## src/rtl/core/rgbyuv_pkg.sv

```systemverilog
// Shared types and constants for the RGB to YUV 4:2:0 pixel writer.
// Used by rgbyuv_color, rgbyuv_addr and the top level; no dependencies.

package rgbyuv_pkg;

    // Field widths
    localparam int unsigned COMP_W   = 8;
    localparam int unsigned POS_W    = 12;
    localparam int unsigned DIM_W    = 13;
    localparam int unsigned LADDR_W  = 24;
    localparam int unsigned CADDR_W  = 25;
    localparam int unsigned CFG_IDX_W = 2;

    // Stream widths
    localparam int unsigned IN_TDATA_W  = 48;
    localparam int unsigned OUT_TDATA_W = 104;

    // Configuration register indexes
    localparam logic [CFG_IDX_W-1:0] REG_FRAME_WIDTH   = 2'd0;
    localparam logic [CFG_IDX_W-1:0] REG_FRAME_HEIGHT  = 2'd1;
    localparam logic [CFG_IDX_W-1:0] REG_CHROMA_LAYOUT = 2'd2;

    // Reset values of the configuration registers
    localparam logic [DIM_W-1:0] FRAME_WIDTH_RST  = 13'd640;
    localparam logic [DIM_W-1:0] FRAME_HEIGHT_RST = 13'd480;

    // Chroma layout codes
    localparam logic LAYOUT_SEMI_PLANAR = 1'b0;
    localparam logic LAYOUT_PLANAR      = 1'b1;

    // BT.601 studio-range integer weights
    localparam logic [7:0]  Y_R = 8'd66;
    localparam logic [7:0]  Y_G = 8'd129;
    localparam logic [7:0]  Y_B = 8'd25;
    localparam logic [7:0]  U_R = 8'd38;   // subtracted
    localparam logic [7:0]  U_G = 8'd74;   // subtracted
    localparam logic [7:0]  U_B = 8'd112;
    localparam logic [7:0]  V_R = 8'd112;
    localparam logic [7:0]  V_G = 8'd94;   // subtracted
    localparam logic [7:0]  V_B = 8'd18;   // subtracted
    localparam logic [15:0] ROUND_HALF  = 16'd128;
    localparam logic [7:0]  LUMA_OFFSET = 8'd16;
    // Rounding plus a 128 bias held at bit 8, so chroma sums stay non-negative
    localparam logic [16:0] CHROMA_BIAS = 17'd32896;

    typedef struct packed {
        logic [DIM_W-1:0] frame_width;
        logic [DIM_W-1:0] frame_height;
        logic             chroma_layout;
    } cfg_t;

    typedef struct packed {
        logic [COMP_W-1:0] red;
        logic [COMP_W-1:0] green;
        logic [COMP_W-1:0] blue;
    } rgb_t;

    typedef struct packed {
        logic [COMP_W-1:0] y;
        logic [COMP_W-1:0] u;
        logic [COMP_W-1:0] v;
    } yuv_t;

    typedef struct packed {
        logic [LADDR_W-1:0] luma_address;
        logic               chroma_write;
        logic [CADDR_W-1:0] u_address;
        logic [CADDR_W-1:0] v_address;
    } addr_t;

endpackage

```

## src/rtl/core/rgb_to_yuv420_pixel_writer_unit.sv

```systemverilog
// Top level of the RGB to YUV 4:2:0 pixel writer: stream ports, config and pipeline.
// Instantiates rgbyuv_color and rgbyuv_addr; uses rgbyuv_pkg.

// One pixel beat in, one result beat out, one beat per clock while the output is
// free or taken. The pipeline holds an input register, a stage of products
// (frame_width*row and the chroma row product) with the color conversion, then the
// output register holding the final address sums. The whole pipeline advances
// together when the output register is empty or taken, so s_axis_tready follows
// m_axis_tready in the same cycle. Chroma bytes and addresses are present only on
// the top-left pixel of each 2x2 block (m_axis_tuser high) and read zero otherwise.
// Write the configuration registers only while no beat is in flight.

module rgb_to_yuv420_pixel_writer_unit
(
    input  logic                                   clk,
    input  logic                                   rst_n,
    // Configuration writes
    input  logic                                   cfg_we,
    input  logic [rgbyuv_pkg::CFG_IDX_W-1:0]       cfg_index,
    input  logic [rgbyuv_pkg::DIM_W-1:0]           cfg_data,
    // Pixel input
    input  logic                                   s_axis_tvalid,
    output logic                                   s_axis_tready,
    // red[7:0], green[15:8], blue[23:16], column[35:24], row[47:36]
    input  logic [rgbyuv_pkg::IN_TDATA_W-1:0]      s_axis_tdata,
    // Result output
    output logic                                   m_axis_tvalid,
    input  logic                                   m_axis_tready,
    // luma_value[7:0], luma_address[31:8], u_value[39:32], v_value[47:40],
    // u_address[72:48], v_address[97:73], zero[103:98]
    output logic [rgbyuv_pkg::OUT_TDATA_W-1:0]     m_axis_tdata,
    // chroma_write[0]
    output logic                                   m_axis_tuser
);

    rgbyuv_pkg::cfg_t                  cfg_reg;
    logic                              en;
    logic                              a_valid_reg;
    logic                              b_valid_reg;
    logic                              c_valid_reg;
    rgbyuv_pkg::rgb_t                  rgb_a_reg;
    logic [rgbyuv_pkg::POS_W-1:0]      col_a_reg;
    logic [rgbyuv_pkg::POS_W-1:0]      row_a_reg;
    logic                              even_a;
    rgbyuv_pkg::yuv_t                  yuv_a;
    rgbyuv_pkg::yuv_t                  yuv_b_reg;
    rgbyuv_pkg::yuv_t                  yuv_c_reg;
    logic                              even_b_reg;
    rgbyuv_pkg::addr_t                 addr_c;

    // Configuration registers
    always_ff @(posedge clk or negedge rst_n)
    begin
        if (!rst_n)
        begin
            cfg_reg.frame_width   <= rgbyuv_pkg::FRAME_WIDTH_RST;
            cfg_reg.frame_height  <= rgbyuv_pkg::FRAME_HEIGHT_RST;
            cfg_reg.chroma_layout <= rgbyuv_pkg::LAYOUT_SEMI_PLANAR;
        end
        else if (cfg_we)
        begin
            case (cfg_index)
                rgbyuv_pkg::REG_FRAME_WIDTH:   cfg_reg.frame_width   <= cfg_data;
                rgbyuv_pkg::REG_FRAME_HEIGHT:  cfg_reg.frame_height  <= cfg_data;
                rgbyuv_pkg::REG_CHROMA_LAYOUT: cfg_reg.chroma_layout <= cfg_data[0];
                default:                       ;
            endcase
        end
    end

    // Advance the whole pipeline when the output register is free or drained
    assign en            = ~c_valid_reg | m_axis_tready;
    assign s_axis_tready = en;

    always_ff @(posedge clk or negedge rst_n)
    begin
        if (!rst_n)
        begin
            a_valid_reg <= 1'b0;
            b_valid_reg <= 1'b0;
            c_valid_reg <= 1'b0;
        end
        else if (en)
        begin
            a_valid_reg <= s_axis_tvalid;
            b_valid_reg <= a_valid_reg;
            c_valid_reg <= b_valid_reg;
        end
    end

    // Input register: capture the pixel beat
    always_ff @(posedge clk)
    begin
        if (en)
        begin
            rgb_a_reg.red   <= s_axis_tdata[7:0];
            rgb_a_reg.green <= s_axis_tdata[15:8];
            rgb_a_reg.blue  <= s_axis_tdata[23:16];
            col_a_reg       <= s_axis_tdata[35:24];
            row_a_reg       <= s_axis_tdata[47:36];
        end
    end

    rgbyuv_color u_color
    (
        .rgb (rgb_a_reg),
        .yuv (yuv_a)
    );

    rgbyuv_addr u_addr
    (
        .clk    (clk),
        .en     (en),
        .cfg    (cfg_reg),
        .column (col_a_reg),
        .row    (row_a_reg),
        .addr   (addr_c)
    );

    assign even_a = ~col_a_reg[0] & ~row_a_reg[0];

    // Carry the color bytes alongside the address stages; drop chroma off the 2x2 corner
    always_ff @(posedge clk)
    begin
        if (en)
        begin
            yuv_b_reg     <= yuv_a;
            even_b_reg    <= even_a;
            yuv_c_reg.y   <= yuv_b_reg.y;
            yuv_c_reg.u   <= even_b_reg ? yuv_b_reg.u : '0;
            yuv_c_reg.v   <= even_b_reg ? yuv_b_reg.v : '0;
        end
    end

    // Result beat
    assign m_axis_tvalid = c_valid_reg;
    assign m_axis_tuser  = addr_c.chroma_write;
    assign m_axis_tdata  = {6'd0, addr_c.v_address, addr_c.u_address,
                            yuv_c_reg.v, yuv_c_reg.u, addr_c.luma_address, yuv_c_reg.y};

    // Non-corner pixels carry no chroma bytes or addresses
    assert property (@(posedge clk) disable iff (!rst_n)
        (m_axis_tvalid && !m_axis_tuser) |-> (m_axis_tdata[97:32] == '0))
        else $error("chroma fields not cleared on a pixel without chroma");

    // Luma stays within studio range
    assert property (@(posedge clk) disable iff (!rst_n)
        m_axis_tvalid |-> (m_axis_tdata[7:0] >= 8'd16 && m_axis_tdata[7:0] <= 8'd235))
        else $error("luma value outside studio range");

    // Chroma bytes stay within studio range on corner pixels
    assert property (@(posedge clk) disable iff (!rst_n)
        (m_axis_tvalid && m_axis_tuser) |->
            (m_axis_tdata[39:32] >= 8'd16 && m_axis_tdata[39:32] <= 8'd240 &&
             m_axis_tdata[47:40] >= 8'd16 && m_axis_tdata[47:40] <= 8'd240))
        else $error("chroma value outside studio range");

endmodule

```

## src/rtl/core/rgbyuv_color.sv

```systemverilog
// Color conversion: one RGB pixel to BT.601 studio-range Y, U and V bytes.
// Pure combinational logic; depends on rgbyuv_pkg.

module rgbyuv_color
(
    input  rgbyuv_pkg::rgb_t rgb,
    output rgbyuv_pkg::yuv_t yuv
);

    logic [15:0] r16;
    logic [15:0] g16;
    logic [15:0] b16;
    logic [15:0] y_sum;
    logic [16:0] u_sum;
    logic [16:0] v_sum;

    assign r16 = {8'd0, rgb.red};
    assign g16 = {8'd0, rgb.green};
    assign b16 = {8'd0, rgb.blue};

    // Weighted luma sum with rounding, at most 56228
    assign y_sum = 16'(r16 * 16'(rgbyuv_pkg::Y_R)) + 16'(g16 * 16'(rgbyuv_pkg::Y_G))
                 + 16'(b16 * 16'(rgbyuv_pkg::Y_B)) + rgbyuv_pkg::ROUND_HALF;

    // Chroma sums carry the 128 offset at bit 8 and stay within 16 bits
    assign u_sum = rgbyuv_pkg::CHROMA_BIAS
                 + 17'(b16 * 16'(rgbyuv_pkg::U_B))
                 - 17'(r16 * 16'(rgbyuv_pkg::U_R))
                 - 17'(g16 * 16'(rgbyuv_pkg::U_G));
    assign v_sum = rgbyuv_pkg::CHROMA_BIAS
                 + 17'(r16 * 16'(rgbyuv_pkg::V_R))
                 - 17'(g16 * 16'(rgbyuv_pkg::V_G))
                 - 17'(b16 * 16'(rgbyuv_pkg::V_B));

    // Take the integer part and add the luma offset
    assign yuv.y = y_sum[15:8] + rgbyuv_pkg::LUMA_OFFSET;
    assign yuv.u = u_sum[15:8];
    assign yuv.v = v_sum[15:8];

endmodule

```

## src/rtl/core/rgbyuv_addr.sv

```systemverilog
// Frame-buffer address unit: luma and 4:2:0 chroma byte offsets, two stages.
// Products are registered in the first stage, sums in the second; uses rgbyuv_pkg.

module rgbyuv_addr
(
    input  logic                                clk,
    input  logic                                en,
    input  rgbyuv_pkg::cfg_t                    cfg,
    input  logic [rgbyuv_pkg::POS_W-1:0]        column,
    input  logic [rgbyuv_pkg::POS_W-1:0]        row,
    output rgbyuv_pkg::addr_t                   addr
);

    logic [13:0]                      half_width_sum;
    logic [12:0]                      half_width;
    logic [25:0]                      size_reg;
    logic [24:0]                      luma_prod_reg;
    logic [23:0]                      k_prod_reg;
    logic [rgbyuv_pkg::POS_W-1:0]     col_b_reg;
    logic                             even_b_reg;
    logic [26:0]                      k_ext;
    logic [26:0]                      size_ext;
    logic [26:0]                      u_base;
    logic [26:0]                      u_sum;
    logic [26:0]                      v_sum;
    rgbyuv_pkg::addr_t                addr_next;
    rgbyuv_pkg::addr_t                addr_reg;

    // Chroma row pitch in samples: (frame_width + 1) / 2
    assign half_width_sum = {1'b0, cfg.frame_width} + 14'd1;
    assign half_width     = half_width_sum[13:1];

    // Frame size tracks cfg; the user is to write it only while idle, unenforced
    always_ff @(posedge clk)
    begin
        size_reg <= 26'(cfg.frame_width) * 26'(cfg.frame_height);
    end

    // Stage one: hold the multiplications
    always_ff @(posedge clk)
    begin
        if (en)
        begin
            luma_prod_reg <= 25'(cfg.frame_width) * 25'(row);
            k_prod_reg    <= 24'(row[rgbyuv_pkg::POS_W-1:1]) * 24'(half_width);
            col_b_reg     <= column;
            even_b_reg    <= ~column[0] & ~row[0];
        end
    end

    // Stage two: chroma sample index and plane offsets
    assign k_ext    = 27'(k_prod_reg) + 27'(col_b_reg[rgbyuv_pkg::POS_W-1:1]);
    assign size_ext = {1'b0, size_reg};
    assign u_base   = (cfg.chroma_layout == rgbyuv_pkg::LAYOUT_PLANAR)
                    ? size_ext + {2'b00, size_ext[26:2]} : size_ext;

    always_comb
    begin
        if (cfg.chroma_layout == rgbyuv_pkg::LAYOUT_PLANAR)
        begin
            u_sum = u_base + k_ext;
            v_sum = size_ext + k_ext;
        end
        else
        begin
            u_sum = u_base + {k_ext[25:0], 1'b0};
            v_sum = u_base + {k_ext[25:0], 1'b1};
        end
        addr_next.luma_address = 24'(luma_prod_reg + 25'(col_b_reg));
        addr_next.chroma_write = even_b_reg;
        addr_next.u_address    = even_b_reg ? u_sum[24:0] : '0;
        addr_next.v_address    = even_b_reg ? v_sum[24:0] : '0;
    end

    always_ff @(posedge clk)
    begin
        if (en)
        begin
            addr_reg <= addr_next;
        end
    end

    assign addr = addr_reg;

endmodule

```

## config.mk

```make
export PLATFORM = sky130hd
export DESIGN_NAME = rgb_to_yuv420_pixel_writer_unit
export DESIGN_NICKNAME = d
export VERILOG_FILES = /design/src/rtl/core/rgbyuv_pkg.sv /design/src/rtl/core/rgb_to_yuv420_pixel_writer_unit.sv /design/src/rtl/core/rgbyuv_color.sv /design/src/rtl/core/rgbyuv_addr.sv
export SDC_FILE = /design/constraint.sdc
export NUM_CORES = 2
export LEC_CHECK = 0
export ABC_AREA = 1
export BUFFER_PORTS_ARGS = -buffer_cell sky130_fd_sc_hd__buf_2
export CORE_MARGIN = 4
export CORE_UTILIZATION = 50
export CTS_BUF_LIST = sky130_fd_sc_hd__clkbuf_8
export CTS_CLUSTER_DIAMETER = 50
export DETAILED_ROUTE_END_ITERATION = 16
export HOLD_SLACK_MARGIN = 0.12
export PLACE_DENSITY = 0.67
export RECOVER_POWER = 25
export SYNTH_ARGS = -nofsm -noshare
export SYNTH_HDL_FRONTEND = slang
export SYNTH_SLANG_ARGS = --single-unit
export TNS_END_PERCENT = 20
```

## constraint.sdc

```tcl
create_clock -name clk -period 6.8 [get_ports clk]
set_clock_uncertainty 0.1 [all_clocks]
set_input_delay 0 -clock clk [delete_from_list [all_inputs] [get_ports clk]]
set_output_delay 0 -clock clk [all_outputs]
set_load 0.05 [all_outputs]
```

* Word-level counts from Yosys, hierarchy flattened *
Index checks and enable logic that the tools add are counted.

cells by class
  bitwise gates (word level) = 5
  $add $sub $neg = 18
  mux-type cells = 3
  multiply operators = 12
  equal/unequal tests = 2
  reductions and logical operators = 4

operators by type and width
  kind                                                                   number
  25-bit adder                                                           4
  25-bit two-way mux                                                     3
  16-bit subtractor                                                      4
  8-bit by 6-bit multiplier with 14-bit output, second input constant    3
  16-bit adder                                                           2
  16-bit adder, first input constant                                     2
  13-bit by 13-bit multiplier with 26-bit output                         1
  8-bit by 5-bit multiplier with 13-bit output, second input constant    2
  24-bit by 11-bit adder with 25-bit output                              1
  25-bit by 24-bit adder with 25-bit output                              1
  24-bit by 12-bit adder with 24-bit output                              1
  11-bit by 13-bit multiplier with 24-bit output                         1
  13-bit by 12-bit multiplier with 24-bit output                         1
  8-bit by 3-bit multiplier with 11-bit output, second input constant    2
  16-bit by 8-bit adder with 16-bit output, second input constant        1
  8-bit by 8-bit multiplier with 16-bit output, second input constant    1
  13-bit by 1-bit adder with 14-bit output, second input constant        1
  8-bit by 4-bit multiplier with 12-bit output, second input constant    1
  8-bit by 5-bit adder with 8-bit output, second input constant          1
  2-bit AND reduction                                                    3
  1-bit NOT                                                              3
  2-bit by 1-bit equality test with 1-bit output, second input constant  1
  2-bit equality test, second input constant                             1
  2-bit zero test                                                        1
  other kinds (2)                                                        2

word-level totals
  logic and storage cells = 70
  input bits = 68
  output and inout bits = 107
  register bits after elaboration = 288

* Depth between registers and ports, before layout *
  depth in word-level cells = 5
  mapped depth = 31

* Hierarchy *
Synthesis repeated with hierarchy kept, for this count alone.

second synthesis, totals
  cells, all modules = 4995
  area, all modules = 40535.1 um^2

modules (own cells, without submodules)
  module                           cells an instance  area each (um^2)  times used
  rgbyuv_addr                      3688               28238.3           1
  rgbyuv_color                     1033               7917.6            1
  rgb_to_yuv420_pixel_writer_unit  274                4379.2            1

* Least setup slack after synthesis *
Ideal clock, no wire load.

  path type = reg-to-reg
  from = reg c_valid_reg, in the netlist m_axis_tvalid
  to = reg a_valid_reg
  arrival = 6.695 ns
  cell stages (with the launch flop) = 3
  required time = 6.607 ns
  period minus slack after synthesis = 6.888 ns
  path slack = -0.088 ns
  path through = dfrtp_1 -> nand2_1 -> mux2_2

between the ends
  word-level cells in the longest chain between the ends = 2

ends and longest elaborated chain
  what                    line                                   text
  start, declared         rgb_to_yuv420_pixel_writer_unit.sv:40  logic c_valid_reg;
  start signal, assigned  rgb_to_yuv420_pixel_writer_unit.sv:87  c_valid_reg <= b_valid_reg;
  1-bit NOT               rgb_to_yuv420_pixel_writer_unit.sv:72  assign en = ~c_valid_reg | m_axis_tready;
  1-bit OR                rgb_to_yuv420_pixel_writer_unit.sv:72
  via s_axis_tready       rgb_to_yuv420_pixel_writer_unit.sv:23  output logic s_axis_tready,
  end signal, assigned    rgb_to_yuv420_pixel_writer_unit.sv:85  a_valid_reg <= s_axis_tvalid;
  end, declared           rgb_to_yuv420_pixel_writer_unit.sv:38  logic a_valid_reg;

The timed path passes the listed nets, and every way through them passes these cells.
A chain may end at the register's enable or synchronous reset.

* Worst setup path after layout *
  from = reg cfg_reg[14] (netlist bit)
  to = reg u_addr.k_prod_reg[23], data pin

between the ends
  word-level cells in the longest chain between the ends = 2

ends and longest elaborated chain
  what                                            line                                   text
  start, declared                                 rgb_to_yuv420_pixel_writer_unit.sv:36  rgbyuv_pkg::cfg_t cfg_reg;
  13-bit by 1-bit adder with 14-bit output        rgbyuv_addr.sv:30                      assign half_width_sum = {1'b0, cfg.frame_width} + 14'd1;
  11-bit by 13-bit multiplier with 24-bit output  rgbyuv_addr.sv:45                      k_prod_reg <= 24'(row[rgbyuv_pkg::POS_W-1:1]) * 24'(half_width);
  end signal, assigned                            rgbyuv_addr.sv:45
  end, declared                                   rgbyuv_addr.sv:18                      logic [23:0] k_prod_reg;

Every way passes these cells.

==> impl_metrics.yaml <==
outcome:
  status: "finished with violations"
  violations: "max-capacitance violations, max-slew violations"
synthesis:
  synthCells: 4836
  synth_seq_cells: 288
  synth_area_leaders: "fa_1, edfxtp_1, ha_1"
  synth_area_per_cell_sq_um: 8.27
  yosysSeqAreaShare_pct: 20.6
  netlist_top_cells_count: "inv_1, nand2_1, ha_1"
  synth_cell_types: 69
  yosysWarningCount: 0
  synth_most_common_cell: "inv_1"
  synth_ff_type: "edfxtp_1"
  synth_largest_area_cell: "fa_1"
  synth_top_cell_area_share_pct: 20.8
  syn_area_sq_mm: 0.0400
  synth-edff-count: 232
  async_flop_share_pct: 10.4
cts:
  cts_root_buf: "clkbuf_8"
  clock_sinks: 288
  htree_levels: 2
  cts_buffers: 54
  cts_tree: "built"
  ctsResizeCount: 0
  clock_latency_ns: 0.67
  clk_pin_slew_ns: 0.06
  post_cts_hold_buffer_count: 148
  cts_setup_buffers: 0
  clk_path_buf_depth: 3
timing:
  finalSetupViolCount: 0
  max_freq_mhz: 157
  slew_viol_final: 73
  finalHoldViolCount: 0
  worst_pin_slew_ns: 1.92
  fin_crit_ns: 6.36
  slew_headroom_pct: -28.0
  period_share_pct: 93.5
  rsz0062_at_grt: "false"
  fin_setup_tns_ns: 0
global_route:
  gr-total-overflow: 0
  grt_usage_pct: 25.3
  antenna_found_initial: 1
  first_global_vias: 33600
  grt_pass1_wl_microns: 174000
  grt_max_degree: 130
finish:
  syn_to_final_growth_pct: 11.4
  final_layout_size_suffix_gt1_share_pct: 7.16
  largest_register_ffs: 75
  nets: 6180
route:
  firstDrtPassIters: 5
  wl_per_cell_microns: 17.1
  drtIter0Drc: 2208
  drtAntennaViolNets: 0
  postRouteWirelength_microns: 107000
  remaining_drc_errors: 0
  vias_per_cell: 5.26
  num_vias: 32800
die:
  fp-row-count: 103
  io_pins: 175
  die_area_sq_mm: 0.0845
  die_y_microns: 291
  die_x_microns: 291
  core_sq_mm: 0.0791
  initial_core_util_pct: 50.5
place:
  port_buffers: 168
  dpl.hpwl_microns: 86100
  routabilityCongestion: 0.974
setup_path:
  crit_required_ns: 7.11
  cp.arrival_ns: 6.67
  worstSetupStartpointType: "flip-flop"
  path_class: "reg2reg"
  path_max_fanout: 15
  setup.worst_path.end_class: "flip-flop"
run:
  drv_cap: 2
hold_path:
  hp-class: "reg2reg"
worst max-delay path: stages, from the launching register on:
cell	delay [ns]
dfrtp_1	0.37
buf_4	0.23
nand4_2	0.14
nor2_1	0.12
nand2_1	0.08
nor2_2	0.10
inv_1	0.07
nor2_2	0.09
inv_2	0.05
nor2_4	0.08
nand3_2	0.20
or2_2	0.37
fa_1	0.55
inv_1	0.06
fa_1	0.50
fa_1	0.51
fa_1	0.50
inv_1	0.05
fa_1	0.47
inv_1	0.04
ha_1	0.36
a21oi_1	0.21
o21ai_0	0.14
a211oi_1	0.24
nand3_1	0.19
a31oi_1	0.21
xor2_1	0.09
final cells by class:
| class | count | area (sq um) |
|---|---|---|
| clock inverter | 44 | 272 |
| timing repair buffer | 360 | 2650 |
| inverter | 1030 | 3870 |
| sequential | 288 | 8250 |
| antenna | 1 | 2.50 |
| multi-input combinational | 3412 | 27400 |
| fill | 7293 | 34600 |
| tap | 1050 | 1310 |
| clock buffer | 58 | 798 |
cell families (layout without fill, tap and decap cells):
kind of cell / after synthesis / after routing / synth area share [%]
multiplexers: 1 / 1 / 0.0282
adder cells (fa/ha/maj): 966 / 966 / 38.0
AO/OA/AOI/OAI: 698 / 698 / 9.78
buffers and inverters: 1141 / 1492 / 10.9
XOR/XNOR: 225 / 225 / 4.95
other: 1 / 7 / 0.00938
flip-flops: 288 / 288 / 20.6
AND/OR/NAND/NOR: 1516 / 1516 / 15.7
placed cells by master (no fill, tap or decap), types with 79 or more instances in the layout:
cell           instances
inv_1               1029
nand2_1              961
ha_1                 551
fa_1                 415
a21oi_1              335
nor2_1               287
edfxtp_1             232
o21ai_0              200
buf_2                161
dlygate4sd3_1        147
xor2_1               145
nand3_1              136
xnor2_1               79
metrics by stage:
stage | instance area, sq um | hold WS (ns) | instances | worst slack [ns] | utilization [%]
floorplan | 40000 | -0.396 | 4841 | 1.11 | -
global placement | 42000 | -0.0306 | 5992 | 0.634 | 53.1
detailed placement | 42000 | -0.0318 | 5992 | 0.473 | 53.1
CTS | 44600 | 0.254 | 6242 | 0.455 | 56.4
global route | 44600 | 0.317 | 6243 | 0.111 | 56.3
finish | 44600 | 0.313 | 6243 | 0.442 | 56.3
per-layer routing:
layer  wire length, microns  vias up  GRT usage (%)  part of all wire [%]
li1                       -    15900              -                     -
met3                   6260      229           3.47                   5.9
met5                      0        -              0                     0
met2                  50100      973           42.3                    47
met1                  47000    15700           34.1                    44
met4                   3640        0           8.33                   3.4
path summary, 6_finish.rpt:
check                           slack [ns]               endpoint  cells after the start         start
worst max-delay path                  0.44  u_addr.k_prod_reg[23]                     26   cfg_reg[14]
worst min-delay path                  0.31    u_addr.col_b_reg[5]                      0  col_a_reg[5]
worst max register to register        0.44  u_addr.k_prod_reg[23]                     26   cfg_reg[14]
max in group asynchronous             4.55             cfg_reg[0]                      4         rst_n
worst min register to register        0.31    u_addr.col_b_reg[5]                      0  col_a_reg[5]
min in group asynchronous             0.57             cfg_reg[9]                      3         rst_n
Power is not shown: default switching activity piles up to over one toggle a cycle in this logic, so the estimate is an artifact.
